==> src/hw/rtl/tcrq_pkg.sv <==
package tcrq_pkg;

	localparam logic FUNC_WRITE = 1'b0;
	localparam logic FUNC_QUERY = 1'b1;

	localparam int ATAB_LEN = 24;
	localparam int ITER_W = 5;
	localparam int XY_W = 34;
	localparam int Z_W = 26;

	localparam logic signed [Z_W-1:0] Z_QUARTER = 26'sd4194304;
	localparam logic signed [Z_W-1:0] Z_HALF = 26'sd8388608;
	localparam logic [16:0] GAIN_Q16 = 17'd107922;

	localparam logic [21:0] ATAN_TAB [ATAB_LEN] = '{
		22'd2097152, 22'd1238021, 22'd654136, 22'd332050, 22'd166669, 22'd83416,
		22'd41718, 22'd20860, 22'd10430, 22'd5215, 22'd2608, 22'd1304,
		22'd652, 22'd326, 22'd163, 22'd81, 22'd41, 22'd20,
		22'd10, 22'd5, 22'd3, 22'd1, 22'd1, 22'd0
	};

	typedef struct packed {
		logic func;
		logic [4:0] index;
		logic signed [19:0] pos_x;
		logic signed [19:0] pos_y;
		logic [15:0] heading;
		logic flag_intersection;
		logic flag_merge;
		logic [18:0] radius;
		logic [15:0] max_angle;
		logic [18:0] max_lateral;
		logic lateral_enable;
	} item_t;

	typedef struct packed {
		logic match;
		logic [4:0] tile_index;
		logic signed [19:0] tile_x;
		logic signed [19:0] tile_y;
		logic [15:0] tile_heading;
		logic tile_is_intersection;
		logic tile_is_merge;
		logic last;
	} result_t;

	typedef struct packed {
		logic wr_tile;
		logic ld_query;
		logic rd_tile;
		logic ld_tile;
		logic ld_sq;
		logic ld_rot;
		logic step;
		logic ld_vec;
		logic emit_tile;
		logic emit_end;
		logic [ITER_W-1:0] iter;
	} cmd_t;

	typedef struct packed {
		logic tile_ok;
		logic lat_ok;
		logic ang_ok;
	} status_t;

	function automatic logic signed [Z_W-1:0] atan_at(input logic [ITER_W-1:0] i);
		logic signed [Z_W-1:0] r;
		r = '0;
		if (i < ITER_W'(ATAB_LEN)) begin
			r = $signed({4'b0000, ATAN_TAB[i]});
		end
		return r;
	endfunction

endpackage

==> src/hw/rtl/tcrq_ctrl.sv <==
module tcrq_ctrl
	import tcrq_pkg::*;
#(
	parameter int MAX_TILES = 32,
	parameter int CORDIC_STEPS = 16,
	parameter int AW = (MAX_TILES > 1) ? $clog2(MAX_TILES) : 1,
	parameter int CW = $clog2(MAX_TILES + 1)
) (
	input  logic clk,
	input  logic arst_n,
	input  logic start,
	input  item_t item,
	input  logic cfg_valid,
	input  logic [5:0] cfg_data,
	input  status_t status,
	output cmd_t cmd,
	output logic [AW-1:0] tile_addr,
	output logic busy
);

	localparam int STEPS = (CORDIC_STEPS < ATAB_LEN) ? CORDIC_STEPS : ATAB_LEN;

	typedef enum logic [3:0] {
		S_IDLE, S_RD, S_LD, S_SQ, S_CHK, S_ROT, S_LAT, S_VEC, S_ANG, S_END
	} state_t;

	state_t state_q;
	logic [AW-1:0] t_q;
	logic [ITER_W-1:0] iter_q;
	logic [CW-1:0] n_q;
	logic [5:0] count_q;
	logic [CW-1:0] n_sat;
	logic [CW-1:0] t_next;
	logic last_tile;
	logic last_iter;
	logic idle_start;
	logic [6:0] idx7;

	assign n_sat = ({1'b0, count_q} > 7'(MAX_TILES)) ? CW'(MAX_TILES) : CW'(count_q);
	assign t_next = CW'(t_q) + CW'(1);
	assign last_tile = (t_next == n_q);
	assign last_iter = (iter_q == ITER_W'(STEPS - 1));
	assign idle_start = (state_q == S_IDLE) && start;
	assign idx7 = {2'b00, item.index};
	assign busy = (state_q != S_IDLE);
	assign tile_addr = t_q;

	always_comb begin
		cmd = '0;
		cmd.wr_tile = idle_start && (item.func == FUNC_WRITE) && (idx7 < 7'(MAX_TILES));
		cmd.ld_query = idle_start && (item.func == FUNC_QUERY);
		cmd.rd_tile = (state_q == S_RD);
		cmd.ld_tile = (state_q == S_LD);
		cmd.ld_sq = (state_q == S_SQ);
		cmd.ld_rot = (state_q == S_CHK) && status.tile_ok;
		cmd.step = (state_q == S_ROT) || (state_q == S_VEC);
		cmd.ld_vec = (state_q == S_LAT) && status.lat_ok;
		cmd.emit_tile = (state_q == S_ANG) && status.ang_ok;
		cmd.emit_end = (state_q == S_END);
		cmd.iter = iter_q;
	end

	always_ff @(posedge clk or negedge arst_n) begin
		if (!arst_n) begin
			state_q <= S_IDLE;
			t_q <= '0;
			iter_q <= '0;
			n_q <= '0;
			count_q <= '0;
		end else begin
			if (cfg_valid) begin
				count_q <= cfg_data;
			end
			unique case (state_q)
				S_IDLE: begin
					if (start && item.func == FUNC_QUERY) begin
						n_q <= n_sat;
						t_q <= '0;
						state_q <= (n_sat == '0) ? S_END : S_RD;
					end
				end
				S_RD: state_q <= S_LD;
				S_LD: state_q <= S_SQ;
				S_SQ: state_q <= S_CHK;
				S_CHK, S_LAT, S_ANG: begin
					if ((state_q == S_CHK && status.tile_ok) ||
					    (state_q == S_LAT && status.lat_ok)) begin
						iter_q <= '0;
						state_q <= (state_q == S_CHK) ? S_ROT : S_VEC;
					end else if (last_tile) begin
						state_q <= S_END;
					end else begin
						t_q <= t_q + AW'(1);
						state_q <= S_RD;
					end
				end
				S_ROT, S_VEC: begin
					iter_q <= iter_q + ITER_W'(1);
					if (last_iter) begin
						state_q <= (state_q == S_ROT) ? S_LAT : S_ANG;
					end
				end
				S_END: state_q <= S_IDLE;
				default: state_q <= S_IDLE;
			endcase
		end
	end

endmodule

==> config.mk <==
export PLATFORM = sky130hd
export DESIGN_NAME = tcrq_ctrl
export DESIGN_NICKNAME = d
export VERILOG_FILES = /design/src/hw/rtl/tcrq_pkg.sv /design/src/hw/rtl/tcrq_ctrl.sv
export SDC_FILE = /design/constraint.sdc
export NUM_CORES = 1
export LEC_CHECK = 0
export ABC_AREA = 1
export BUFFER_PORTS_ARGS = -buffer_cell sky130_fd_sc_hd__clkbuf_2
export CAP_MARGIN = 10
export CORE_ASPECT_RATIO = 1.5
export CORE_UTILIZATION = 32
export CTS_CLUSTER_SIZE = 30
export DETAILED_ROUTE_END_ITERATION = 12
export GPL_TIMING_DRIVEN = 0
export PLACE_DENSITY = 0.76
export SETUP_SLACK_MARGIN = 0.5
export SYNTH_ARGS = -nofsm -noshare
export SYNTH_HDL_FRONTEND = slang
export SYNTH_SLANG_ARGS = --single-unit
==> constraint.sdc <==
create_clock -name clk -period 1.55 [get_ports clk]
set_input_delay 0 -clock clk [delete_from_list [all_inputs] [get_ports clk]]
set_output_delay 0 -clock clk [all_outputs]
set_load 0.01 [all_outputs]
* Yosys cells after proc, flatten, opt, wreduce, memory -nomap -nowiden
Index checks and enable logic that the tools add are counted.
** Storage, ports and cells
- Register bits after elaboration :: 26
- Input bits :: 132
- Logic and storage cells :: 63
** Operators by class
- Add/subtract/negate cells :: 3
- Order comparisons :: 2
- Equal/unequal tests :: 16
- Mux-type cells :: 15
- Bitwise gates (word level) :: 1
- Reductions and logical operators :: 21
** Operator list (number)
- $mux W4 :: 6
- $pmux W4 S6 :: 1
- $mux W5 :: 4
- $pmux W5 S2 :: 2
- $eq A4 B3 Y1 const B :: 4
- $add A5 B1 Y5 const B :: 2
- $eq A4 B2 Y1 const B :: 2
- $eq A4 B4 Y1 const B :: 2
- $logic_and A1 B1 Y1 :: 8
- $ne A2 B2 Y1 const B :: 4
- $add A5 B1 Y6 const B :: 1
- $eq A6 B6 Y1 :: 1
- $gt A6 B6 Y1 const B :: 1
- $logic_not A6 Y1 :: 1
- $lt A5 B6 Y1 const B :: 1
- $mux W6 :: 1
- $reduce_and A2 Y1 :: 3
- $eq A5 B4 Y1 const B :: 1
- $eq A4 B1 Y1 const B :: 1
- $logic_not A4 Y1 :: 1
- $reduce_and A4 Y1 :: 1
- $reduce_bool A2 Y1 :: 2
- $reduce_bool A4 Y1 :: 1
- $reduce_or A3 Y1 :: 1
- 5 further kinds :: 6

* Longest topological paths before layout
- Word-level depth :: 6
- Mapped depth :: 13
- Depth with buffers taken out :: 13

* Least setup slack after synthesis
OpenSTA, ideal clock, no wires.
- Path type :: reg-to-reg
- From :: register t_q[0] (netlist: tile_addr[0])
- To :: register t_q[0] (netlist: tile_addr[0])
- Library setup time :: 65 ps
- Arrival time :: 1525 ps
- Required time :: 1485 ps
- Setup slack :: -40 ps
- Stages on the path, launching flop included :: 11
- Period minus slack after synthesis :: 1590 ps
- Path through :: dfrtp_1 ha_1 xnor2_1 nand2_1 nor2_2 nand2_1 nor2_2 nand2_4 nand2_4 nand2_1 nand2_1
** On the way
- Cells in the longest elaborated chain, start to end :: 4
- Elaborated cells on any way between the ends :: 8
- Those cells by class :: add/sub (2); eq/ne (2); mux (3); reduce/logical (1)
** Ends and longest elaborated chain
- start, declared :: RTL line tcrq_ctrl.sv:28 : logic [AW-1:0] t_q;
- start signal, assigned :: RTL line tcrq_ctrl.sv:93 : t_q <= t_q + AW'(1);
- $add A5 B1 Y6 / $add A5 B1 Y5 (equally long branches) :: RTL line tcrq_ctrl.sv:40, tcrq_ctrl.sv:93
- $eq A6 B6 Y1 / $mux W5 (equally long branches) :: RTL line tcrq_ctrl.sv:41, tcrq_ctrl.sv:90
- $ne A2 B2 Y1 (no line) / $mux W5 (equally long branches)
- $reduce_and A4 Y1 (no line) / $pmux W5 S2 (equally long branches)
Parallel ways exist; a longest one is shown, timed or not. The select of a mux whose other input is x is not followed.
A chain may end at the register's enable or synchronous reset.

* Worst setup path in the final report
- From :: register t_q[0] (netlist: tile_addr[0])
- To :: register t_q[2] (netlist: tile_addr[2])
The elaborated chain is that of the path after synthesis.

==> results.yml <==
run:
  drv_cap: 0
routing:
  wl_per_cell_um: 13.4
  dr.pass1.iters: 4
  routed_wl_mm: 4.43
  route.detailed.drc: 0
  via_per_inst: 4.83
  via_count: 1600
  initialDrtViolationCount: 62
  drtAntennaViolNets: 0
power_and_ir_drop:
  finalPower_mw: 4.31
  leakagePower_nw: 1.15
  p_per_area_mw_per_mm2: 1750
  ir_drop_mv: 1.20
sta:
  tightest_slew_ns: 0.658
  setup_ws_ns: 0.0208
  rsz0062_at_grt: "true"
  hold_viol: 0
  fmax_ghz: 0.654
  slew_viol_final: 0
  finalCritPeriodShare_pct: 98.7
  maxSlewHeadroom_pct: 56.1
  fin_worst_skew_ns: 0.00283
  min_period_ns: 1.53
  setup_viol: 0
hold_path:
  hold_depth: 3
  hold_start: "start"
  hp-class: "in -> reg"
  hold_end: "state_q[0]$_DFFE_PN0P_"
worst_setup_path:
  r2r-end: "tile_addr[2]$_DFFE_PN0P_"
  r2r-start: "tile_addr[0]$_DFFE_PN0P_"
  rrSetupSlack_ns: 0.02
  crit_required_ns: 1.77
  reg2regPathDepth: 10
  path_max_fanout: 6
  start_kind: "flop"
  crit_arrival_ns: 1.75
  end_kind: "flop"
  critical_path_class: "reg -> reg"
cts:
  cts_sinks: 26
  tritoncts: "yes"
  insertion_delay_ns: 0.27
  max-clock-path-buffers: 2
  htree_levels: 1
  root_buffer: "clkbuf_8"
  numCtsBuffers: 3
  clkTransAtPathRegs_ns: 0.09
synthesis:
  synth_nets: 334
  synth_ff_type: "dfrtp_1"
  synth-seq-cells: 26
  ys_seq_area_share_pct: 42.8
  synth.area.top_cells: "dfrtp_1 (43%), nand2_1 (12%), inv_1 (7.2%)"
  yosysTopAreaCell: "dfrtp_1"
  synthCells: 199
  avgSynthCellArea_um2: 7.65
  yosysTopAreaCellShare_pct: 42.8
  syn_area_mm2: 0.00152
  synth-edff-count: 0
  ys.warnings.count: 0
  async_reset_ff_share_pct: 100
  yosysUniqueCellTypes: 24
floorplan:
  io_pins: 153
  die_w_um: 58.3
  die_h_um: 86.5
  initial_core_util_pct: 33.5
  die-area_mm2: 0.00504
  core_mm2: 0.00454
  num_rows: 30
global_routing:
  use_met2_pct: 31.8
  first_global_vias: 1552
  met3_usage_pct: 3.13
  grt_pass1_wl_mm: 6.51
  grt_use_met1_pct: 16.3
  antenna_found_initial: 0
  grt.total_usage_pct: 16.9
  grt_remaining_overflow: 0
  busiest_layer: "met2"
  grt_start_max_net_pins: 27
cells_and_area:
  area_growth_syn_to_layout_pct: 62.4
  instances_no_fill: 331
  layout_common_cells: "nand2_1 (43), inv_1 (22), clkbuf_2 (22)"
  final_nets: 403
  antenna_cells: 0
  drive_gt1_share_pct: 50.2
  utilization_pct: 54.4
  final_common_cell: "nand2_1"
outcome:
  outcome: "complete, no violations"
placed_design:
  gp_congestion: 0.778
  dpl.cell_count: 296
  dp_slack_ns: -0.0978
  hpwl_mm: 2.60
  port_buffers: 33
[Yosys cell counts, types with 3 or more instances]
cell and n:
nand3_1 16, nand2_4 3, dfrtp_1 26, inv_2 6, nor3_1 6, ha_1 3
nor2_1 14, nand2_1 49, o22ai_1 5, nand2_2 4, nor2_4 6, inv_1 29
a21oi_1 4, nor2_2 5, o21ai_0 10
[state kept, by name, indices dropped and copies added (netlist names)]
register / flops
count_q: 6
n_q: 6
iter_q: 5
tile_addr: 5
state_q: 4
[timing repair]
action	in CTS	in global routing
pin swaps	12	14
endpoints found under the setup margin	31	31
resized for setup	36	64
setup buffers	17	7
hold endpoints to repair	32	0
hold buffers	7	0
[per-stage QoR]
| stage | hold slack, ns | instance area, um^2 | setup TNS, ns |
|---|---|---|---|
| floorplan | -0.296 | 1550 | 0 |
| global placement | 0.0565 | 1800 | -0.496 |
| detailed placement | 0.0560 | 1800 | -0.510 |
| CTS | 0.0754 | 2200 | 0 |
| global route | 0.0747 | 2470 | -0.563 |
| finish | 0.0639 | 2470 | 0 |
[critical path: stages (launching register included)]
cell     delay [ns]
dfrtp_2        0.44
ha_4           0.29
xnor2_2        0.10
nand2_1        0.07
nor2_2         0.09
nand2_2        0.07
nor2_4         0.12
nand2_4        0.09
nand2_4        0.09
nand2_1        0.05
nand2_1        0.06
[layer usage]
metal | vias to the layer above | share of wire (%) | routed length [um]
met5 | - | 0 | 0
met4 | 0 | 4.4 | 194
met3 | 19 | 2.6 | 117
met2 | 45 | 57 | 2520
met1 | 767 | 36 | 1610
li1 | 769 | - | -
[logic make-up (layout without fill, tap and decap cells)]
family / Yosys count / after routing / share of synthesized area [%]
AOI/OAI and AO/OA: 21 / 21 / 7.48
xor gates and xnor gates: 2 / 2 / 1.15
and+or+nand+nor: 109 / 109 / 35.8
buffers and inverters: 36 / 104 / 8.88
adders and majority gates: 3 / 3 / 2.47
muxes: 2 / 2 / 1.48
DFF: 26 / 26 / 42.8
[power by group]
| group | total (mW) | internal [mW] | switching, mW |
|---|---|---|---|
| clock | 0.444 | 0.227 | 0.216 |
| sequential | 1.09 | 0.885 | 0.206 |
| combinational | 2.78 | 1.30 | 1.48 |
[how the worst max path moves through the flow]
stage | endpoint | depth (start not counted) | from | slack, ns
after floorplan | tile_addr[2]$_DFFE_PN0P_ | 10 | tile_addr[0]$_DFFE_PN0P_ | 0.04
after global placement | tile_addr[0]$_DFFE_PN0P_ | 10 | tile_addr[0]$_DFFE_PN0P_ | -0.09
after detailed placement | tile_addr[1]$_DFFE_PN0P_ | 10 | tile_addr[0]$_DFFE_PN0P_ | -0.1
after CTS | tile_addr[4]$_DFFE_PN0P_ | 10 | tile_addr[0]$_DFFE_PN0P_ | 0.03
after global routing | tile_addr[1]$_DFFE_PN0P_ | 10 | tile_addr[2]$_DFFE_PN0P_ | -0.10
final | tile_addr[2]$_DFFE_PN0P_ | 10 | tile_addr[0]$_DFFE_PN0P_ | 0.02
[cell type report]
cell class	instances	area [um^2]
fillers	344	2070
multi-input cells	137	983
flip-flops and latches	26	658
repair buffers	64	532
inverters	35	159
well taps	64	80.1
clock buffers	4	55.1
plain buffers	1	3.75
(Power assumes the default switching activity.)
